`src/hw/rtl/ipl_pkg.sv`:
```
// ----------------------------------------------------------------------------
// ipl_pkg
// Shared types and constants of the interval position locator.
// ----------------------------------------------------------------------------
package ipl_pkg;

  localparam int unsigned TAG_W    = 16;
  localparam int unsigned TAGNUM_W = 15;

  typedef enum logic {
    OP_LOAD  = 1'b0,
    OP_QUERY = 1'b1
  } ipl_op_e;

  // Control bits that travel with each item down the pipeline.
  typedef struct packed {
    logic valid;    // stage holds an item
    logic is_load;  // item is a table load, not a query
    logic wr_ok;    // load slot lies inside the table
  } ipl_ctrl_t;

endpackage

```
`src/hw/rtl/ipl_map_calc.sv`:
```
// ----------------------------------------------------------------------------
// ipl_map_calc
// Three-stage position mapping: differences and flags, strand select, then
// the final offset add into the output register.
// ----------------------------------------------------------------------------
module ipl_map_calc #(
  parameter int unsigned MAX_INTERVALS = 4096,
  parameter int unsigned POSITION_BITS = 40,
  localparam int unsigned IDX_W = $clog2(MAX_INTERVALS)
) (
  input  logic                          clk_i,
  input  logic                          rst_ni,
  input  logic                          en_i,
  input  ipl_pkg::ipl_ctrl_t            ctrl_i,
  input  logic [IDX_W-1:0]              slot_i,
  input  logic [POSITION_BITS-1:0]      pos_i,
  input  logic [POSITION_BITS-1:0]      begin_i,
  input  logic [POSITION_BITS-1:0]      end_i,
  input  logic [POSITION_BITS-1:0]      offset_i,
  input  logic [ipl_pkg::TAG_W-1:0]     tag_i,
  output logic                          out_valid_o,
  output logic [IDX_W-1:0]              slot_o,
  output logic [POSITION_BITS-1:0]      text_o,
  output logic                          reverse_o,
  output logic [ipl_pkg::TAGNUM_W-1:0]  tag_num_o,
  output logic                          inside_o
);
  import ipl_pkg::*;

  logic [TAG_W-1:0]         tag_neg;
  logic [TAGNUM_W-1:0]      mag_d;
  logic                     fwd_d;

  // Stage X
  logic                     vx_q, fwd_x_q, inside_x_q;
  logic [IDX_W-1:0]         slot_x_q;
  logic [POSITION_BITS-1:0] delta_x_q, len_x_q, off_x_q;
  logic [TAGNUM_W-1:0]      mag_x_q;
  // Stage Y
  logic                     vy_q, fwd_y_q, inside_y_q;
  logic [IDX_W-1:0]         slot_y_q;
  logic [POSITION_BITS-1:0] addend_y_q, off_y_q;
  logic [TAGNUM_W-1:0]      mag_y_q;
  // Stage Z (output)
  logic                     vz_q, fwd_z_q, inside_z_q;
  logic [IDX_W-1:0]         slot_z_q;
  logic [POSITION_BITS-1:0] text_z_q;
  logic [TAGNUM_W-1:0]      mag_z_q;

  // Zero counts as reverse; the most negative tag saturates.
  assign tag_neg = ~tag_i + {{(TAG_W-1){1'b0}}, 1'b1};
  assign fwd_d   = !tag_i[TAG_W-1] && (tag_i != '0);
  always_comb begin
    if (tag_i[TAG_W-1]) begin
      mag_d = tag_neg[TAG_W-1] ? {TAGNUM_W{1'b1}} : tag_neg[TAGNUM_W-1:0];
    end else begin
      mag_d = tag_i[TAGNUM_W-1:0];
    end
  end

  always_ff @(posedge clk_i or negedge rst_ni) begin
    if (!rst_ni) begin
      vx_q <= 1'b0;
      vy_q <= 1'b0;
      vz_q <= 1'b0;
    end else if (en_i) begin
      vx_q <= ctrl_i.valid && !ctrl_i.is_load;
      vy_q <= vx_q;
      vz_q <= vy_q;
    end
  end

  always_ff @(posedge clk_i) begin
    if (en_i) begin
      delta_x_q  <= pos_i - begin_i;
      len_x_q    <= end_i - begin_i;
      off_x_q    <= offset_i;
      fwd_x_q    <= fwd_d;
      mag_x_q    <= mag_d;
      inside_x_q <= (begin_i <= pos_i) && (pos_i < end_i);
      slot_x_q   <= slot_i;

      addend_y_q <= fwd_x_q ? delta_x_q : (len_x_q - delta_x_q);
      off_y_q    <= off_x_q;
      fwd_y_q    <= fwd_x_q;
      mag_y_q    <= mag_x_q;
      inside_y_q <= inside_x_q;
      slot_y_q   <= slot_x_q;

      text_z_q   <= off_y_q + addend_y_q;
      fwd_z_q    <= fwd_y_q;
      mag_z_q    <= mag_y_q;
      inside_z_q <= inside_y_q;
      slot_z_q   <= slot_y_q;
    end
  end

  assign out_valid_o = vz_q;
  assign slot_o      = slot_z_q;
  assign text_o      = text_z_q;
  assign reverse_o   = !fwd_z_q;
  assign tag_num_o   = mag_z_q;
  assign inside_o    = inside_z_q;

endmodule

```
`config.mk`:
```
export PLATFORM = sky130hd
export DESIGN_NAME = ipl_map_calc
export DESIGN_NICKNAME = d
export VERILOG_FILES = /design/src/hw/rtl/ipl_pkg.sv /design/src/hw/rtl/ipl_map_calc.sv
export SDC_FILE = /design/constraint.sdc
export NUM_CORES = 1
export LEC_CHECK = 0
export CORE_MARGIN = 5
export CORE_UTILIZATION = 34
export DETAILED_ROUTE_END_ITERATION = 10
export DONT_BUFFER_PORTS = 1
export PLACE_DENSITY = 0.59
export SYNTH_ARGS = -nofsm -noshare
export SYNTH_HDL_FRONTEND = slang
export SYNTH_SLANG_ARGS = --single-unit
```
`constraint.sdc`:
```
create_clock -name clk_i -period 4 [get_ports clk_i]
set_clock_uncertainty 0.2 [all_clocks]
set_input_delay 0.8 -clock clk_i [delete_from_list [all_inputs] [get_ports clk_i]]
set_output_delay 0.8 -clock clk_i [all_outputs]
set_load 0.02 [all_outputs]
```
==> results.py <==
metrics = {
    "run_status": {
        "status": "complete, no violations",
    },
    "placed_design": {
        "post-place-ws_ns": 0.1080,
        "gp_congestion": 0.8730,
        "dp_hpwl_microns": 41630,
        "port_buffers": 0,
        "dp.cells": 2702,
    },
    "critical_path": {
        "crit_fanout": 5,
        "cp-end-kind": "register",
        "arrival_ns": 3.83,
        "crit_slowest_cell": "a2111oi_0",
        "slowest_delay_ns": 0.56,
        "start_kind": "register",
        "crit_family": "compound AO/OA/AOI/OAI gates",
        "critPathKind": "reg -> reg",
        "crit_chain": "inv_1 > ha_1 > o21ai_2 > a2111oi_0 > o21a_1 > o21ai_0 > a2111oi_0 > buf_4 > o21ai_0 > a21oi_1 > nor3_1 > o31ai_1",
        "cp.required_ns": 4.13,
        "worst-path-buf-inv": 2,
    },
    "logic_synthesis": {
        "synth_compound_area_share_pct": 18.58,
        "synth_xor_area_share_pct": 6.491,
        "synth_area_sq_mm": 0.02051,
        "synthArstFlopShare_pct": 0.9091,
        "synth-main-ff-cell": "edfxtp_1",
        "syn_avg_cell_area_sq_um": 10.62,
        "synth_top_area_share_pct": 47.88,
        "synth_seq_cells": 330,
        "synth_edf_count": 327,
        "netlist-cell-type-count": 80,
        "synth_top_family_by_area": "compound AO/OA/AOI/OAI gates",
        "netlist_top_cells_area": "edfxtp_1 (48%), ha_1 (12%), a21oi_1 (4.0%)",
        "synth_fp_nets": 2326,
        "synth-seq-area-share_pct": 48.24,
        "synthSimpleGateAreaFrac_pct": 10.13,
        "yosysWarnings": 0,
        "synth_top_area_cell": "edfxtp_1",
        "synthMuxAreaShare_pct": 0.2135,
        "syn-instance-count": 1931,
        "synthAdderAreaFrac_pct": 12.41,
    },
    "pwr": {
        "powerDensity_mw_per_mm2": 520.8,
        "leakage_nw": 9.391,
        "finalPower_mw": 11.90,
        "seq_power_share_pct": 41.8,
        "pwr-share-clk_pct": 30.9,
        "swShare_pct": 31.72,
        "pwr-share-comb_pct": 27.3,
        "peakVddDrop_mv": 0.2467,
        "p_sw_mw": 3.776,
        "p_int_mw": 8.127,
    },
    "route": {
        "met2_length_microns": 25240,
        "wl_met1_microns": 23800,
        "ant_nets": 0,
        "drt_iter0_markers": 716,
        "drt-total-wl_microns": 53010,
        "via_count": 14520,
        "wire_per_inst_microns": 19.13,
        "drt-pass1-iter-count": 5,
        "wl_met3_microns": 2359,
        "via_per_inst": 5.241,
        "drc": 0,
        "top_layer": "met4",
    },
    "finish": {
        "fin_cells": 2771,
        "multi_input_area_sq_mm": 0.009808,
        "drive_above_1_share_pct": 5.732,
        "synthToLayoutAreaGrowth_pct": 11.43,
        "seq_area_sq_mm": 0.009894,
        "finalNetCount": 2355,
        "diodes": 0,
        "fill_cells": 5869,
    },
    "floorplanning": {
        "die_w_microns": 255.6,
        "design.core.area_sq_mm": 0.06002,
        "row_count": 90,
        "dieArea_sq_mm": 0.06533,
        "ios": 264,
        "initial_core_util_pct": 34.17,
        "die_h_microns": 255.6,
    },
    "sta": {
        "hold_viol_final": 0,
        "setup-tns-final_ns": 0,
        "rsz0062_at_grt": "no",
        "min_period_ns": 3.699,
        "finalMaxSlewViolations": 0,
        "fin_crit_sh_pct": 92.48,
        "finalSetupViolations": 0,
        "slew_headroom_pct": 47.67,
        "fmax_mhz": 270.3,
        "whs_ns": 0.1492,
        "setup_ws_ns": 0.3008,
        "worst_slew_pin_slew_ns": 0.7850,
    },
    "cts": {
        "post_cts_buffers": 0,
        "numCtsBuffers": 37,
        "clock_path_buffers": 3,
        "cts-root-buf": "clkbuf_16",
        "cts_tree": "built",
        "cts.sinks": 330,
        "clk_pin_slew_ns": 0.06,
        "clock_latency_ns": 0.54,
        "ctsHtreeMaxLevel": 2,
    },
    "flow_run": {
        "cap_viol_max_count": 0,
    },
    "global_routing": {
        "grt_max_degree": 332,
        "overflow": 0,
        "grt_pass1_wl_microns": 81380,
        "grt_pass1_vias": 14320,
        "antenna_found_initial": 1,
        "grtUsageTotal_pct": 15.51,
    },
    "hold_path": {
        "worstHoldPathType": "in -> reg",
    },
}
==> path summary, 6_finish.rpt <==
kind | from | end | slack [ns] | cells past startpoint
worst max-delay path | delta_x_q[4]$_DFFE_PP_ | addend_y_q[33]$_DFFE_PP_ | 0.30 | 12
worst min-delay path | offset_i[5] | off_x_q[5]$_DFFE_PP_ | 0.15 | 0
worst max register to register | delta_x_q[4]$_DFFE_PP_ | addend_y_q[33]$_DFFE_PP_ | 0.30 | 12
worst min register to register | off_x_q[20]$_DFFE_PP_ | off_y_q[20]$_DFFE_PP_ | 0.21 | 0
max in group asynchronous | rst_ni | vy_q$_DFFE_PN0P_ | 3.14 | 1
min in group asynchronous | rst_ni | out_valid_o$_DFFE_PN0P_ | 0.31 | 1
==> worst register-to-register path, stage by stage, from the launching register on <==
cell	delay [ns]
edfxtp_1	0.37
inv_1	0.05
ha_1	0.33
o21ai_2	0.12
a2111oi_0	0.50
o21a_1	0.27
o21ai_0	0.12
a2111oi_0	0.57
buf_4	0.21
o21ai_0	0.15
a21oi_1	0.26
nor3_1	0.07
o31ai_1	0.27
==> stage by stage <==
step / utilization (%) / area (sq um)
global route: 38.08 / 22850
global placement: 35.86 / 21530
finish: 38.08 / 22850
CTS: 38.08 / 22850
floorplan: - / 20510
detailed placement: 35.86 / 21530
==> Yosys cell counts, types with 4 or more instances <==
library cell	count
edfxtp_1	327
ha_1	197
inv_1	179
a21oi_1	163
nand2_1	160
o21ai_0	134
nor2_1	99
xnor2_1	88
a21o_1	82
xor2_1	64
o21a_1	36
nand3_1	35
clkbuf_1	27
nor3_1	24
o21bai_1	22
nand4_1	21
a31oi_1	20
and3_1	17
a211oi_1	16
nor2b_1	16
nand2b_1	15
and2_1	12
o31ai_1	12
o21ai_1	10
or2_2	9
a2111oi_0	8
o211ai_1	8
a21boi_0	7
nor4_1	7
a211o_1	6
o211a_1	6
or3_1	6
or4_1	6
a221oi_1	5
a41oi_1	5
a311oi_1	4
buf_2	4
fa_1	4
nand3b_1	4
o2111ai_1	4
o41ai_1	4
==> layout by cell type, fill, tap and decap left out, types with 6 or more instances in the layout <==
cell type	Yosys	layout
edfxtp_1	327	327
ha_1	197	197
inv_1	179	179
a21oi_1	163	163
nand2_1	160	160
o21ai_0	134	134
nor2_1	99	99
xnor2_1	88	88
a21o_1	82	82
xor2_1	64	64
clkbuf_16	0	39
o21a_1	36	36
nand3_1	35	35
nor3_1	24	24
buf_4	0	23
o21bai_1	22	22
nand4_1	21	21
a31oi_1	20	20
and3_1	17	17
a211oi_1	16	16
nor2b_1	16	16
nand2b_1	15	15
and2_1	12	12
o31ai_1	12	12
o21ai_1	10	10
or2_2	9	9
o211ai_1	8	8
a2111oi_0	8	8
nor4_1	7	7
a21boi_0	7	7
bufinv_16	0	7
o211a_1	6	6
a211o_1	6	6
or3_1	6	6
or4_1	6	6
inv_6	0	6
==> final cells by class <==
cell class              count  share of cell area, %
clock buffers              42                  4.320
clock inverters            26                  1.445
inverters                 179                  2.940
multi-input cells        1388                  42.92
flip-flops and latches    330                  43.30
well taps                 782                  4.281
repair buffers             24                 0.7993
==> state kept, by name, indices dropped and copies added (netlist names), 12 cells and up <==
name,count
addend_y_q,40
delta_x_q,40
len_x_q,40
mag_x_q,15
mag_y_q,15
off_x_q,40
off_y_q,40
slot_o,12
slot_x_q,12
slot_y_q,12
tag_num_o,15
text_o,40
==> cells by family after synthesis <==
| kind of cell | count (synthesis) |
|---|---|
| flip-flops | 330 |
| AND/OR/NAND/NOR | 441 |
| adder cells (fa/ha/maj) | 201 |
| AO/OA/AOI/OAI | 590 |
| multiplexers | 4 |
| buffers and inverters | 213 |
| XOR/XNOR | 152 |
==> power groups by stage <==
stage / combinational (mW) / clock (mW) / sequential (mW)
after floorplan: 2.51 / 0 / 4.90
final: 3.25 / 3.68 / 4.97
after global placement: 3.17 / 0 / 5.05
after global routing: 3.66 / 3.94 / 5.02
after CTS: 3.24 / 3.82 / 4.99
after detailed placement: 3.22 / 0 / 5.05
==> routing by layer <==
layer / up-vias / track usage (%)
met2: 400 / 26.61
li1: 7209 / -
met1: 6825 / 20.16
met4: 0 / 4.873
met3: 90 / 2.555
met5: - / 0
==> what timing repair did <==
item | 4_1_cts | 5_1_grt
gates resized for setup | 0 | 0
endpoints found under the hold margin | 3 | 0
setup endpoints to repair | 0 | 0
hold buffers | 1 | 0
(Power assumes the default switching activity.)
